<file path="src/design/serial_module_link_bridge_top_assert.svh">
// Assertion macros shared by the link bridge RTL.
`ifndef SERIAL_MODULE_LINK_BRIDGE_TOP_ASSERT_SVH
`define SERIAL_MODULE_LINK_BRIDGE_TOP_ASSERT_SVH

// A condition that must hold at every clock edge out of reset.
`define SMLB_ASSERT_HOLDS(name, clk, rst_n, cond, msg) \
    name: assert property (@(posedge clk) disable iff (!rst_n) (cond)) else $error(msg);

// A consequence that must hold in the same cycle as its cause.
`define SMLB_ASSERT_IMPL(name, clk, rst_n, ante, cons, msg) \
    name: assert property (@(posedge clk) disable iff (!rst_n) (ante) |-> (cons)) else $error(msg);

// A consequence that must hold in the cycle after its cause.
`define SMLB_ASSERT_NEXT(name, clk, rst_n, ante, cons, msg) \
    name: assert property (@(posedge clk) disable iff (!rst_n) (ante) |=> (cons)) else $error(msg);

`endif

</file>
<file path="src/design/smlb_pkg.sv">
// Package for the link bridge: phase codes, result word type and string tables.
package smlb_pkg;

    localparam int SMLB_FIFO_DEPTH = 32;

    // Sequencer phases; the connected phase bridges data in both directions.
    typedef enum logic [3:0] {
        PH_RST_START   = 4'd0,
        PH_RST_SEND    = 4'd1,
        PH_READY_START = 4'd2,
        PH_READY_WAIT  = 4'd3,
        PH_INQ_START   = 4'd4,
        PH_INQ_SEND    = 4'd5,
        PH_SCAN_START  = 4'd6,
        PH_SCAN_WAIT   = 4'd7,
        PH_CONN_START  = 4'd8,
        PH_CONN_WAIT   = 4'd9,
        PH_LINK_UP     = 4'd10,
        PH_CONNECTED   = 4'd11,
        PH_VERIFY      = 4'd12
    } t_phase;

    localparam logic [7:0] CHAR_CR   = 8'h0D;
    localparam logic [7:0] CHAR_LF   = 8'h0A;

    localparam logic       CMD_RESET = 1'b0;
    localparam logic       CMD_INQ   = 1'b1;

    localparam logic [1:0] NTC_READY = 2'd0;
    localparam logic [1:0] NTC_INQ   = 2'd1;
    localparam logic [1:0] NTC_CONN  = 2'd2;

    localparam logic [2:0] ERR_LEN   = 3'd5;

    // One result word as it leaves the block.
    typedef struct packed {
        logic       tm_valid;
        logic [7:0] tm_byte;
        logic       tl_valid;
        logic [7:0] tl_byte;
        logic [3:0] phase;
    } t_result;

    // Length of the selected command string.
    function automatic logic [3:0] cmd_len(input logic sel);
        return (sel == CMD_INQ) ? 4'd10 : 4'd13;
    endfunction

    // Character of the selected command; zero beyond its end.
    function automatic logic [7:0] cmd_char(input logic sel, input logic [3:0] pos);
        logic [7:0] c;
        c = 8'h00;
        if (sel == CMD_INQ) begin
            unique case (pos)
                4'd0:    c = CHAR_CR;
                4'd1:    c = CHAR_LF;
                4'd2:    c = "+";
                4'd3:    c = "I";
                4'd4:    c = "N";
                4'd5:    c = "Q";
                4'd6:    c = "=";
                4'd7:    c = "1";
                4'd8:    c = CHAR_CR;
                4'd9:    c = CHAR_LF;
                default: c = 8'h00;
            endcase
        end else begin
            unique case (pos)
                4'd0:    c = CHAR_CR;
                4'd1:    c = CHAR_LF;
                4'd2:    c = "+";
                4'd3:    c = "S";
                4'd4:    c = "T";
                4'd5:    c = "W";
                4'd6:    c = "M";
                4'd7:    c = "O";
                4'd8:    c = "D";
                4'd9:    c = "=";
                4'd10:   c = "0";
                4'd11:   c = CHAR_CR;
                4'd12:   c = CHAR_LF;
                default: c = 8'h00;
            endcase
        end
        return c;
    endfunction

    // Length of the selected notice string.
    function automatic logic [3:0] ntc_len(input logic [1:0] sel);
        return (sel == NTC_READY) ? 4'd11 : 4'd12;
    endfunction

    // Character of the selected notice; the unused selector matches as connected.
    function automatic logic [7:0] ntc_char(input logic [1:0] sel, input logic [3:0] pos);
        logic [7:0] c;
        c = 8'h00;
        if (sel == NTC_READY) begin
            unique case (pos)
                4'd0:    c = CHAR_LF;
                4'd1:    c = "+";
                4'd2:    c = "B";
                4'd3:    c = "T";
                4'd4:    c = "S";
                4'd5:    c = "T";
                4'd6:    c = "A";
                4'd7:    c = "T";
                4'd8:    c = "E";
                4'd9:    c = ":";
                4'd10:   c = "1";
                default: c = 8'h00;
            endcase
        end else begin
            unique case (pos)
                4'd0:    c = "+";
                4'd1:    c = "B";
                4'd2:    c = "T";
                4'd3:    c = "S";
                4'd4:    c = "T";
                4'd5:    c = "A";
                4'd6:    c = "T";
                4'd7:    c = "E";
                4'd8:    c = ":";
                4'd9:    c = (sel == NTC_INQ) ? "2" : "4";
                4'd10:   c = CHAR_CR;
                4'd11:   c = CHAR_LF;
                default: c = 8'h00;
            endcase
        end
        return c;
    endfunction

    // Characters of the error notice.
    function automatic logic [7:0] err_char(input logic [2:0] pos);
        logic [7:0] c;
        c = 8'h00;
        unique case (pos)
            3'd0:    c = "E";
            3'd1:    c = "R";
            3'd2:    c = "R";
            3'd3:    c = "O";
            3'd4:    c = "R";
            default: c = 8'h00;
        endcase
        return c;
    endfunction

endpackage

</file>
<file path="src/design/serial_module_link_bridge_top.sv">
// Link bridge top level: sequencer, two bridging FIFOs in RAM and an output word queue.
//
//   Channel | Direction | Handshake         | Word
//   input   | in        | i_valid / o_ready | module and local bytes, ready flags
//   output  | out       | o_valid / i_ready | bytes to module and local, link phase
//
// One input word can be taken every cycle while o_ready is high. Its result word is formed
// from the registered read of the FIFO RAMs, with a bypass for a byte that is written and
// read in the same cycle, and is then written into the queue.
// Reset clears the sequencer, the FIFO pointers and the queue; the RAMs are not cleared.
// A four-word output queue absorbs stalls; o_ready falls once queue and pipe hold four words.
module serial_module_link_bridge_top #(
    parameter int FIFO_DEPTH = smlb_pkg::SMLB_FIFO_DEPTH
) (
    input  logic       i_clk,
    input  logic       i_rst_n,
    input  logic       i_valid,
    output logic       o_ready,
    input  logic       i_module_byte_valid,
    input  logic [7:0] i_module_byte,
    input  logic       i_local_byte_valid,
    input  logic [7:0] i_local_byte,
    input  logic       i_module_ready,
    input  logic       i_local_ready,
    output logic       o_valid,
    input  logic       i_ready,
    output logic       o_to_module_valid,
    output logic [7:0] o_to_module_byte,
    output logic       o_to_local_valid,
    output logic [7:0] o_to_local_byte,
    output logic [3:0] o_link_phase
);
    import smlb_pkg::*;

    localparam int AW = (FIFO_DEPTH > 1) ? $clog2(FIFO_DEPTH) : 1;
    localparam int CW = $clog2(FIFO_DEPTH + 1);
    localparam logic [CW-1:0] FULL    = CW'(FIFO_DEPTH);
    localparam logic [AW:0]   DEPTH_X = (AW + 1)'(FIFO_DEPTH);
    localparam logic [AW-1:0] LAST    = AW'(FIFO_DEPTH - 1);
    localparam int QD  = 4;
    localparam int QAW = 2;

    // Outcome of one tick on one FIFO.
    typedef struct packed {
        logic          we;
        logic [AW-1:0] waddr;
        logic          pop_ok;
        logic [AW-1:0] raddr;
        logic          byp;
        logic [AW-1:0] head;
        logic [CW-1:0] count;
    } t_fifo_op;

    function automatic logic [AW-1:0] ptr_inc(input logic [AW-1:0] p);
        return (p == LAST) ? '0 : p + 1'b1;
    endfunction

    // Push first (overwriting the oldest word when full), then pop, then clear.
    function automatic t_fifo_op fifo_step(input logic [AW-1:0] head,
                                           input logic [CW-1:0] count,
                                           input logic push, input logic pop,
                                           input logic clr);
        t_fifo_op   op;
        logic [AW:0] sum;
        op       = '0;
        op.head  = head;
        op.count = count;
        sum      = {1'b0, head} + (AW + 1)'(count);
        if (push) begin
            op.we = 1'b1;
            if (count == FULL) begin
                op.waddr = head;
                op.head  = ptr_inc(head);
            end else begin
                op.waddr = (sum >= DEPTH_X) ? AW'(sum - DEPTH_X) : sum[AW-1:0];
                op.count = count + 1'b1;
            end
        end
        if (pop && (op.count != '0)) begin
            op.pop_ok = 1'b1;
            op.raddr  = op.head;
            op.byp    = op.we && (op.waddr == op.head);
            op.head   = ptr_inc(op.head);
            op.count  = op.count - 1'b1;
        end
        if (clr) begin
            op.head  = '0;
            op.count = '0;
        end
        return op;
    endfunction

    // Sequencer and FIFO pointer state
    t_phase        r_phase, n_phase, w_ph;
    logic [3:0]    r_cmd_pos, n_cmd_pos;
    logic          r_cmd_sel, n_cmd_sel;
    logic [1:0]    r_ntc_sel, n_ntc_sel;
    logic [3:0]    r_ntc_pos, n_ntc_pos;
    logic [2:0]    r_err_pos, n_err_pos;
    logic [AW-1:0] r_tl_head, r_tm_head;
    logic [CW-1:0] r_tl_count, r_tm_count;

    // FIFO RAMs and their registered read data
    logic [7:0]    r_tl_mem [FIFO_DEPTH];
    logic [7:0]    r_tm_mem [FIFO_DEPTH];
    logic [7:0]    r_tl_rdata, r_tm_rdata;

    // Pipe stage between the tick and the output queue
    logic          r_p_valid;
    logic          r_p_tm_valid, r_p_tm_reg, r_p_tl_valid, r_p_tl_reg;
    logic [7:0]    r_p_tm_byte, r_p_tl_byte;
    t_phase        r_p_phase;

    // Output queue
    t_result       r_q_mem [QD];
    logic [QAW-1:0] r_q_wr, r_q_rd;
    logic [QAW:0]  r_q_count;

    logic          w_accept, w_q_pop;
    logic          tl_push, tl_pop, tm_push, tm_pop, fifo_clr;
    logic          lit_tm_valid;
    logic [7:0]    lit_tm_byte;
    logic [3:0]    v_pos0;
    t_fifo_op      tl_op, tm_op;
    t_result       w_res, w_head;

    // Handshakes: room is counted over the queue and the word in the pipe.
    assign o_ready  = (r_q_count + (QAW + 1)'(r_p_valid)) < (QAW + 1)'(QD);
    assign w_accept = i_valid && o_ready;
    assign o_valid  = (r_q_count != '0);
    assign w_q_pop  = o_valid && i_ready;

    // Error matcher, sequencer and FIFO requests for one tick.
    always_comb begin
        n_phase      = r_phase;
        n_cmd_pos    = r_cmd_pos;
        n_cmd_sel    = r_cmd_sel;
        n_ntc_sel    = r_ntc_sel;
        n_ntc_pos    = r_ntc_pos;
        n_err_pos    = r_err_pos;
        tl_push      = 1'b0;
        tl_pop       = 1'b0;
        tm_push      = 1'b0;
        tm_pop       = 1'b0;
        fifo_clr     = 1'b0;
        lit_tm_valid = 1'b0;
        lit_tm_byte  = 8'h00;
        v_pos0       = r_ntc_pos;
        w_ph         = r_phase;

        // A completed error notice restarts the sequence on the following tick.
        if (r_err_pos >= ERR_LEN) begin
            n_err_pos = '0;
            w_ph      = PH_RST_START;
        end else if (i_module_byte_valid) begin
            if (i_module_byte == err_char(3'd0)) begin
                n_err_pos = 3'd1;
            end else if (i_module_byte == err_char(r_err_pos)) begin
                n_err_pos = r_err_pos + 3'd1;
            end else begin
                n_err_pos = '0;
            end
        end

        unique case (w_ph)
            PH_RST_START, PH_INQ_START: begin
                n_cmd_sel = (w_ph == PH_INQ_START) ? CMD_INQ : CMD_RESET;
                n_cmd_pos = '0;
                n_phase   = (w_ph == PH_INQ_START) ? PH_INQ_SEND : PH_RST_SEND;
            end
            PH_RST_SEND, PH_INQ_SEND: begin
                n_phase = w_ph;
                if (i_module_ready) begin
                    lit_tm_valid = 1'b1;
                    lit_tm_byte  = cmd_char(r_cmd_sel, r_cmd_pos);
                    n_cmd_pos    = r_cmd_pos + 4'd1;
                    if (!(n_cmd_pos < cmd_len(r_cmd_sel))) begin
                        n_phase = (w_ph == PH_RST_SEND) ? PH_READY_START : PH_SCAN_START;
                    end
                end
            end
            PH_READY_START, PH_SCAN_START, PH_CONN_START: begin
                n_ntc_pos = '0;
                if (w_ph == PH_READY_START) begin
                    n_ntc_sel = NTC_READY;
                    n_phase   = PH_READY_WAIT;
                end else if (w_ph == PH_SCAN_START) begin
                    n_ntc_sel = NTC_INQ;
                    n_phase   = PH_SCAN_WAIT;
                end else begin
                    n_ntc_sel = NTC_CONN;
                    n_phase   = PH_CONN_WAIT;
                end
            end
            PH_READY_WAIT, PH_SCAN_WAIT, PH_CONN_WAIT: begin
                n_phase = w_ph;
                if (!(r_ntc_pos < ntc_len(r_ntc_sel))) begin
                    if (w_ph == PH_READY_WAIT) begin
                        n_phase = PH_INQ_START;
                    end else if (w_ph == PH_SCAN_WAIT) begin
                        n_phase = PH_CONN_START;
                    end else begin
                        n_phase = PH_LINK_UP;
                    end
                end else if (i_module_byte_valid) begin
                    n_ntc_pos = (i_module_byte == ntc_char(r_ntc_sel, r_ntc_pos)) ?
                                r_ntc_pos + 4'd1 : 4'd0;
                end
            end
            PH_LINK_UP: begin
                n_phase = PH_CONNECTED;
            end
            PH_CONNECTED: begin
                n_phase = PH_CONNECTED;
                tl_push = i_module_byte_valid;
                tm_push = i_local_byte_valid;
                if (i_module_byte_valid && (i_module_byte == CHAR_CR)) begin
                    n_ntc_sel = NTC_READY;
                    n_ntc_pos = '0;
                    n_phase   = PH_VERIFY;
                end else begin
                    tl_pop = i_local_ready;
                    tm_pop = i_module_ready;
                end
            end
            PH_VERIFY: begin
                n_phase = PH_VERIFY;
                tm_push = i_local_byte_valid;
                if (!(r_ntc_pos < ntc_len(r_ntc_sel))) begin
                    n_phase  = PH_RST_START;
                    fifo_clr = 1'b1;
                end else if (i_module_byte_valid) begin
                    tl_push = 1'b1;
                    v_pos0  = (i_module_byte == CHAR_CR) ? 4'd0 : r_ntc_pos;
                    if ((v_pos0 < ntc_len(r_ntc_sel)) &&
                        (i_module_byte == ntc_char(r_ntc_sel, v_pos0))) begin
                        n_ntc_pos = v_pos0 + 4'd1;
                    end else begin
                        n_ntc_pos = v_pos0;
                        n_phase   = PH_CONNECTED;
                    end
                end
            end
            default: begin
                n_phase = w_ph;
            end
        endcase

        tl_op = fifo_step(r_tl_head, r_tl_count, tl_push, tl_pop, fifo_clr);
        tm_op = fifo_step(r_tm_head, r_tm_count, tm_push, tm_pop, fifo_clr);
    end

    // Sequencer and pointer registers advance on each accepted word.
    always_ff @(posedge i_clk) begin
        if (!i_rst_n) begin
            r_phase    <= PH_RST_START;
            r_cmd_pos  <= '0;
            r_cmd_sel  <= CMD_RESET;
            r_ntc_sel  <= NTC_READY;
            r_ntc_pos  <= '0;
            r_err_pos  <= '0;
            r_tl_head  <= '0;
            r_tl_count <= '0;
            r_tm_head  <= '0;
            r_tm_count <= '0;
        end else if (w_accept) begin
            r_phase    <= n_phase;
            r_cmd_pos  <= n_cmd_pos;
            r_cmd_sel  <= n_cmd_sel;
            r_ntc_sel  <= n_ntc_sel;
            r_ntc_pos  <= n_ntc_pos;
            r_err_pos  <= n_err_pos;
            r_tl_head  <= tl_op.head;
            r_tl_count <= tl_op.count;
            r_tm_head  <= tm_op.head;
            r_tm_count <= tm_op.count;
        end
    end

    // FIFO RAMs: one write and one registered read per tick, old data on a clash.
    always_ff @(posedge i_clk) begin
        if (w_accept && tl_op.we) begin
            r_tl_mem[tl_op.waddr] <= i_module_byte;
        end
        if (w_accept) begin
            r_tl_rdata <= r_tl_mem[tl_op.raddr];
        end
    end

    always_ff @(posedge i_clk) begin
        if (w_accept && tm_op.we) begin
            r_tm_mem[tm_op.waddr] <= i_local_byte;
        end
        if (w_accept) begin
            r_tm_rdata <= r_tm_mem[tm_op.raddr];
        end
    end

    // Pipe stage: a register byte stands in for RAM data (command bytes and bypass).
    always_ff @(posedge i_clk) begin
        if (!i_rst_n) begin
            r_p_valid <= 1'b0;
        end else begin
            r_p_valid <= w_accept;
        end
    end

    always_ff @(posedge i_clk) begin
        if (w_accept) begin
            r_p_tm_valid <= lit_tm_valid | tm_op.pop_ok;
            r_p_tm_reg   <= lit_tm_valid | tm_op.byp;
            r_p_tm_byte  <= lit_tm_valid ? lit_tm_byte : i_local_byte;
            r_p_tl_valid <= tl_op.pop_ok;
            r_p_tl_reg   <= tl_op.byp;
            r_p_tl_byte  <= i_module_byte;
            r_p_phase    <= n_phase;
        end
    end

    // Result word: bytes read as zero when nothing is sent.
    always_comb begin
        w_res.tm_valid = r_p_tm_valid;
        w_res.tm_byte  = !r_p_tm_valid ? 8'h00 : (r_p_tm_reg ? r_p_tm_byte : r_tm_rdata);
        w_res.tl_valid = r_p_tl_valid;
        w_res.tl_byte  = !r_p_tl_valid ? 8'h00 : (r_p_tl_reg ? r_p_tl_byte : r_tl_rdata);
        w_res.phase    = r_p_phase;
    end

    // Output queue pointers
    always_ff @(posedge i_clk) begin
        if (!i_rst_n) begin
            r_q_wr    <= '0;
            r_q_rd    <= '0;
            r_q_count <= '0;
        end else begin
            if (r_p_valid) begin
                r_q_wr <= r_q_wr + 1'b1;
            end
            if (w_q_pop) begin
                r_q_rd <= r_q_rd + 1'b1;
            end
            r_q_count <= r_q_count + (QAW + 1)'(r_p_valid) - (QAW + 1)'(w_q_pop);
        end
    end

    always_ff @(posedge i_clk) begin
        if (r_p_valid) begin
            r_q_mem[r_q_wr] <= w_res;
        end
    end

    // Output ports from the queue head
    assign w_head            = r_q_mem[r_q_rd];
    assign o_to_module_valid = w_head.tm_valid;
    assign o_to_module_byte  = w_head.tm_byte;
    assign o_to_local_valid  = w_head.tl_valid;
    assign o_to_local_byte   = w_head.tl_byte;
    assign o_link_phase      = w_head.phase;

    // Checks on the queue credit, the bridging path and the disconnect flush.
`include "serial_module_link_bridge_top_assert.svh"
    `SMLB_ASSERT_HOLDS(a_queue_credit, i_clk, i_rst_n,
        ((r_q_count + (QAW + 1)'(r_p_valid)) <= (QAW + 1)'(QD)),
        "output queue and pipe hold more words than the queue can take")
    `SMLB_ASSERT_IMPL(a_local_only_connected, i_clk, i_rst_n,
        (r_p_valid && r_p_tl_valid), (r_p_phase == PH_CONNECTED),
        "byte to the local device outside the connected phase")
    `SMLB_ASSERT_NEXT(a_verify_flush, i_clk, i_rst_n,
        (w_accept && (r_phase == PH_VERIFY) && (n_phase == PH_RST_START)),
        ((r_tl_count == '0) && (r_tm_count == '0)),
        "FIFOs not empty after a disconnect notice")
    `SMLB_ASSERT_IMPL(a_bypass_on_empty, i_clk, i_rst_n,
        (w_accept && tl_op.byp), (r_tl_count == '0),
        "read bypass taken while the local FIFO held data")

endmodule
</file>
<file path="config.mk">
export PLATFORM = sky130hd
export DESIGN_NAME = serial_module_link_bridge_top
export DESIGN_NICKNAME = d
export VERILOG_FILES = /design/src/design/smlb_pkg.sv /design/src/design/serial_module_link_bridge_top.sv
export VERILOG_INCLUDE_DIRS = /design/src /design/src/design
export SDC_FILE = /design/constraint.sdc
export NUM_CORES = 1
export LEC_CHECK = 0
export BUFFER_PORTS_ARGS = -buffer_cell sky130_fd_sc_hd__clkbuf_2
export CORE_ASPECT_RATIO = 2
export CORE_MARGIN = 2
export CORE_UTILIZATION = 44
export CTS_CLUSTER_SIZE = 12
export DETAILED_ROUTE_END_ITERATION = 8
export PLACE_DENSITY_LB_ADDON = 0.15
export SLEW_MARGIN = 10
export SYNTH_ARGS = -nofsm -noshare
export SYNTH_HDL_FRONTEND = slang
export SYNTH_SLANG_ARGS = --single-unit
</file>
<file path="constraint.sdc">
create_clock -name i_clk -period 6.3 [get_ports i_clk]
set_input_delay 0.63 -clock i_clk [delete_from_list [all_inputs] [get_ports i_clk]]
set_output_delay 0.63 -clock i_clk [all_outputs]
set_load 0.01 [all_outputs]
</file>
Yosys cells after proc, flatten, opt, wreduce, memory -nomap -nowiden. Memory sizes are Yosys's and may differ from the RTL's. A register that Yosys moved wholly into a read port is not among the register bits. Index checks and enable logic that the tools add are counted.

Add/sub/neg operators: 20. $lt $le $gt $ge: 7. Eq/ne operators: 58. Mux-type cells: 106. Bitwise gates (word level): 2. Reductions and logical operators: 35.

Operators by type and width (number): 8-bit two-way mux (19); 7-bit one-hot mux with 10 select lines (2); 4-bit two-way mux (23); 4-bit equality test, second input constant (13); 5-bit two-way mux (10); 4-bit by 3-bit equality test with 1-bit output, second input constant (12); 11-bit two-way mux (4); 18-bit two-way mux (2); 3-bit two-way mux (12); 4-bit one-hot mux with 7 select lines (1); 4-bit by 2-bit equality test with 1-bit output, second input constant (6); 8-bit equality test (3); 6-bit two-way mux (4); 7-bit one-hot mux with 3 select lines (1); 5-bit by 1-bit adder with 5-bit output, second input constant (4); 5-bit equality test, second input constant (4); 1-bit two-way mux (18); 4-bit one-hot mux with 4 select lines (1); 3-bit OR reduction (5); 4-bit by 1-bit adder with 4-bit output, second input constant (3); 5-bit by 6-bit adder with 6-bit output (2); 6-bit by 1-bit adder with 6-bit output, second input constant (2); 4-bit by 1-bit equality test with 1-bit output, second input constant (3); 6-bit equality test, second input constant (2); other kinds (35) (72).

Bits in registers: 72. RAM bits: 600. Bits in read-only memories: 448. Input port bits: 24. Output and inout port bits: 24. Logic and storage cells: 256. Memories: 7.

Memories: r_tl_mem (depth 32, width 8, read ports 1, clocked after memory_dff 1, wr ports 1, RTL line serial_module_link_bridge_top.sv:104) `logic [7:0] r_tl_mem [FIFO_DEPTH];`; r_tm_mem (depth 32, width 8, read ports 1, clocked after memory_dff 1, wr ports 1, RTL line serial_module_link_bridge_top.sv:105) `logic [7:0] r_tm_mem [FIFO_DEPTH];`; (name not given) (depth 16, width 7, read ports 1, clocked after memory_dff 1, wr ports 0, RTL line smlb_pkg.sv:54) `unique case (pos)`; (name not given) (depth 16, width 7, read ports 1, clocked after memory_dff 1, wr ports 0, RTL line smlb_pkg.sv:68) `unique case (pos)`; (name not given) (depth 16, width 7, read ports 1, clocked after memory_dff 1, wr ports 0, RTL line smlb_pkg.sv:98) `unique case (pos)`; (name not given) (depth 16, width 7, read ports 1, clocked after memory_dff 0, wr ports 0, RTL line smlb_pkg.sv:98); +1 memories.

Longest topological paths before layout.
Depth in word-level cells: 17. Depth in mapped cells: 25. Gate-level depth less buffers: 18.

Worst setup path after synthesis. Ideal clock, no wire load.

Path type: reg-to-reg. From: reg r_ntc_sel[0]. To: reg r_tl_rdata[0], read port of r_tl_mem (data pin). Setup time: 0.263 ns. Arrival time: 6.073 ns. Required time: 6.037 ns. Setup slack: -0.036 ns. Stages on the path, launching flop included: 26. Path buffers: 8. Clock period less this slack: 6.336 ns. Cells stage by stage: dfxtp_1 -> buf_2 -> or2_2 -> clkbuf_1 -> clkbuf_1 -> buf_1 -> ha_1 -> nand3_1 -> o22a_1 -> a21oi_1 -> or3_1 -> clkbuf_1 -> mux2i_1 -> ha_1 -> nand2_1 -> o21ai_1 -> inv_1 -> clkbuf_1 -> ha_1 -> inv_1 -> clkbuf_1 -> clkbuf_1 -> mux4_2 -> o22a_1 -> o21ai_0 -> o22ai_1.

Cells in the longest elaborated chain, start to end: 9.

RTL lines: start: declaration (RTL line serial_module_link_bridge_top.sv:97) `logic [1:0] r_ntc_sel, n_ntc_sel;`; start signal: assignment (RTL line serial_module_link_bridge_top.sv:270) `r_ntc_sel <= n_ntc_sel;`; 2-bit logical NOT (*) (RTL line smlb_pkg.sv:90) `return (sel == NTC_READY) ? 4'd11 : 4'd12;`; 3-bit two-way mux (*) (RTL line smlb_pkg.sv:90); 4-bit less-than comparator (*) (RTL line serial_module_link_bridge_top.sv:229) `if (!(r_ntc_pos < ntc_len(r_ntc_sel))) begin`; 1-bit two-way mux (*) (RTL line serial_module_link_bridge_top.sv:229); 1-bit one-hot mux with 2 select lines (*) (RTL line serial_module_link_bridge_top.sv:165) `unique case (w_ph)`; 11-bit two-way mux (*) (RTL line serial_module_link_bridge_top.sv:69) `if (push) begin`; 6-bit nonzero test (RTL line serial_module_link_bridge_top.sv:79) `if (pop && (op.count != '0)) begin`; 1-bit logical AND (RTL line serial_module_link_bridge_top.sv:79); 18-bit two-way mux (*) (RTL line serial_module_link_bridge_top.sv:79); end: declaration (RTL line serial_module_link_bridge_top.sv:106) `logic [7:0] r_tl_rdata, r_tm_rdata;`.

Mark *: on every way between the ends. The rest lies on a longest branch, timed or not. A chain may end at the register's enable or synchronous reset.

Worst setup path after layout.
From: reg r_ntc_sel[1]. To: reg r_tl_rdata[5], read port of r_tl_mem (data pin).

Same word-level chain as after synthesis.

==> impl_metrics.py <==
metrics = {
    "run_status": {
        "outcome": "finished, final reports clean",
    },
    "placement": {
        "dp_hpwl_um": 63580,
        "place.port_buffers": 47,
        "place_inst": 3156,
        "place_congestion": 0.9300,
    },
    "route": {
        "vias": 19520,
        "viasPerCell": 5.969,
        "wl_per_cell_um": 26.97,
        "drt_iter0_markers": 1330,
        "drt_wl_total_um": 88190,
        "post-route-drc-count": 0,
        "drtAntennaViolNets": 0,
        "dr.pass1.iters": 5,
    },
    "sta": {
        "slew_headroom": 0.1495,
        "whs_ns": 0.3440,
        "finalSetupTns_ns": 0,
        "setup_violations": 0,
        "worst_pin_slew_ns": 1.270,
        "rsz0062_at_grt": "false",
        "fin_crit_sh": 0.9459,
        "fmax_ghz": 0.1678,
        "finalHoldViolations": 0,
        "timing.final.crit_period_ns": 5.959,
        "finClkSkew_ns": 0.03760,
        "slew_violations": 0,
    },
    "synth": {
        "async_flop_share": 0,
        "avgSynthCellArea_um2": 14.13,
        "syn_inst": 2249,
        "syn_area_mm2": 0.03179,
        "synth_compound_area_frac": 0.09439,
        "synthSimpleGateAreaFrac": 0.09597,
        "synth_area_leader_cell": "edfxtp_1",
        "synth_flop_cell": "edfxtp_1",
        "synth.ff_latch_count": 711,
        "ys_seq_area_frac": 0.6493,
        "synth_top_family_by_area": "multiplexers",
        "synthTopCellsByCount": "edfxtp_1 (640), nor2_1 (169), nand2_1 (142)",
        "synth-adder-area-share": 0.02645,
        "synth_nets": 2339,
        "yosysUniqueCellTypes": 91,
        "synth_xor_xnor_area_share": 0.01295,
        "muxShareOfSynthArea": 0.09778,
        "synth_enable_flop_cells": 640,
        "ys.warnings.count": 0,
        "synth_top_area_share": 0.6046,
        "synth_most_common_cell": "edfxtp_1",
        "yosys-top-cells-area": "edfxtp_1 (60%), mux4_2 (7.0%), dfxtp_1 (4.5%), ha_1 (2.5%), nor2_1 (2.0%)",
    },
    "grt": {
        "grt_start_max_net_pins": 53,
        "first_global_vias": 20420,
        "grt_usage": 0.2376,
        "grt_pass1_wl_um": 130600,
        "gr-total-overflow": 0,
        "antenna_found_initial": 2,
    },
    "clock_network": {
        "cts_made_buffers": 70,
        "clk_latency_ns": 0.66,
        "cts_setup_buffers": 0,
        "cts_max_level": 3,
        "clkSinkCount": 711,
        "cts_hold_buf": 0,
        "clock_path_buffers": 3,
        "root_buffer": "clkbuf_16",
        "cts_resized": 0,
        "clk_pin_slew_ns": 0.08,
        "cts_tree": "yes",
    },
    "layout": {
        "final_core_util": 0.4930,
        "final_net_count": 2402,
        "top_regs": "r_tl_mem x256, r_tm_mem x256, r_q_mem x88",
        "final_layout_size_suffix_gt1_frac": 0.1509,
        "fillers": 6161,
        "fin_cells": 3270,
        "areaGrowthSynthToFinish_pct": 11.13,
    },
    "power": {
        "comb_power_share": 0.067,
        "p_int_mw": 7.599,
        "power_switching_mw": 2.254,
        "power_frac_seq": 0.539,
        "peakVddDrop_uv": 281.3,
        "power_density_mw_per_mm2": 278.9,
        "leakagePower_nw": 11.90,
        "p_sw_frac": 0.2287,
        "p_clk_frac": 0.393,
    },
    "worst_setup_path": {
        "reg2reg_depth": 19,
        "path_class": "reg2reg",
        "endpoint_kind": "register",
        "arrival_ns": 6.34,
        "max_stage_delay_ns": 0.61,
        "cp-start-kind": "register",
        "required_ns": 6.68,
        "path_cells": "or2_2 -> inv_1 -> ha_1 -> a21oi_1 -> o22a_1 -> a21oi_1 -> buf_4 -> or3_1 -> mux2i_1 -> ha_1 -> nand2_1 -> o21ai_1 -> inv_1 -> ha_1 -> clkinv_2 -> buf_12 -> mux4_2 -> o211ai_1 -> o21ai_0",
        "critical_path.slowest_cell": "o211ai_1",
        "path_common_cell": "ha_1",
        "crit_fanout": 32,
    },
    "floorplan": {
        "die_h_um": 384.1,
        "die_x_um": 194.1,
        "coreArea_mm2": 0.07165,
        "dieArea_mm2": 0.07454,
        "num_io_pins": 48,
        "initial_core_util": 0.4436,
        "row_count": 139,
    },
    "min_path": {
        "holdCritPathClass": "in2reg",
        "min_path_cells": 1,
    },
    "flow_run": {
        "maxCapViolCount": 0,
    },
}
## area by class of cell
class	count	area, µm²	area share
Timing Repair Buffer	118	843.3	0.02387
Inverter	54	203.9	0.005774
Sequential cell	711	20640	0.5843
Tap cell	916	1146	0.03245
Clock inverter	10	116.4	0.003294
Multi-Input combinational cell	1357	10450	0.2959
Antenna cell	1	2.502	0.00007084
Clock buffer	103	1918	0.05430
## worst paths after layout
check / startpoint / endpoint / slack [ns]
setup / recovery: r_ntc_sel[1] / r_tl_rdata[5] / 0.34
hold / removal: i_module_byte[3] / r_tl_mem[3][3] / 0.34
setup reg to reg: r_ntc_sel[1] / r_tl_rdata[5] / 0.34
hold reg to reg: r_tm_head[4] / r_tm_head[4] / 0.52
## cells by family after synthesis
kind of cell / count (synthesis)
AO/OA/AOI/OAI: 447
XOR/XNOR: 47
adder cells (fa/ha/maj): 66
buffers and inverters: 181
flip-flops: 711
multiplexers: 184
AND/OR/NAND/NOR: 613
## critical path: cells and delay by family (launching register included)
kind	cells	cell delay [ns]
buffers and inverters	5	0.92
DFF	1	0.54
muxes	2	0.93
adders and majority gates	3	0.77
and+or+nand+nor	3	0.99
AOI/OAI and AO/OA	6	1.49
## power by group through the flow
| stage | sequential [mW] | combinational, mW | clock, mW |
|---|---|---|---|
| after CTS | 5.31 | 0.679 | 3.97 |
| after floorplan | 5.37 | 0.389 | 0 |
| after global routing | 5.32 | 0.718 | 4.12 |
| after detailed placement | 5.42 | 0.676 | 0 |
| final | 5.31 | 0.663 | 3.88 |
| after global placement | 5.41 | 0.663 | 0 |
## metal layers
metal	part of all wire	track usage
met1	0.32	0.2170
met2	0.57	0.4721
met3	0.031	0.03043
met4	0.076	0.1702
met5	0.00018	0
## metrics by stage
step           area (µm²)  power, mW  setup WS [ns]
2_1_floorplan       31790      5.764        0.07528
3_3_place_gp        33290      6.074         0.4332
3_5_place_dp        33290      6.092         0.3562
4_1_cts             35320      9.967         0.3406
5_1_grt             35320      10.16        0.06084
6_report            35320      9.853         0.3411
## layout by cell type, fill, tap and decap left out, drive strengths merged, types with 30 or more instances in the layout
cell,instances
edfxtp,640
mux2i,63
nor2,170
nand3,67
a31oi,44
dfxtp,71
a21oi,100
inv,55
clkbuf,150
o211ai,36
nor3,33
buf,71
o21ai,87
mux4,99
o22ai,32
nand2,142
nor3b,30
ha,64
(Power assumes the default switching activity.)
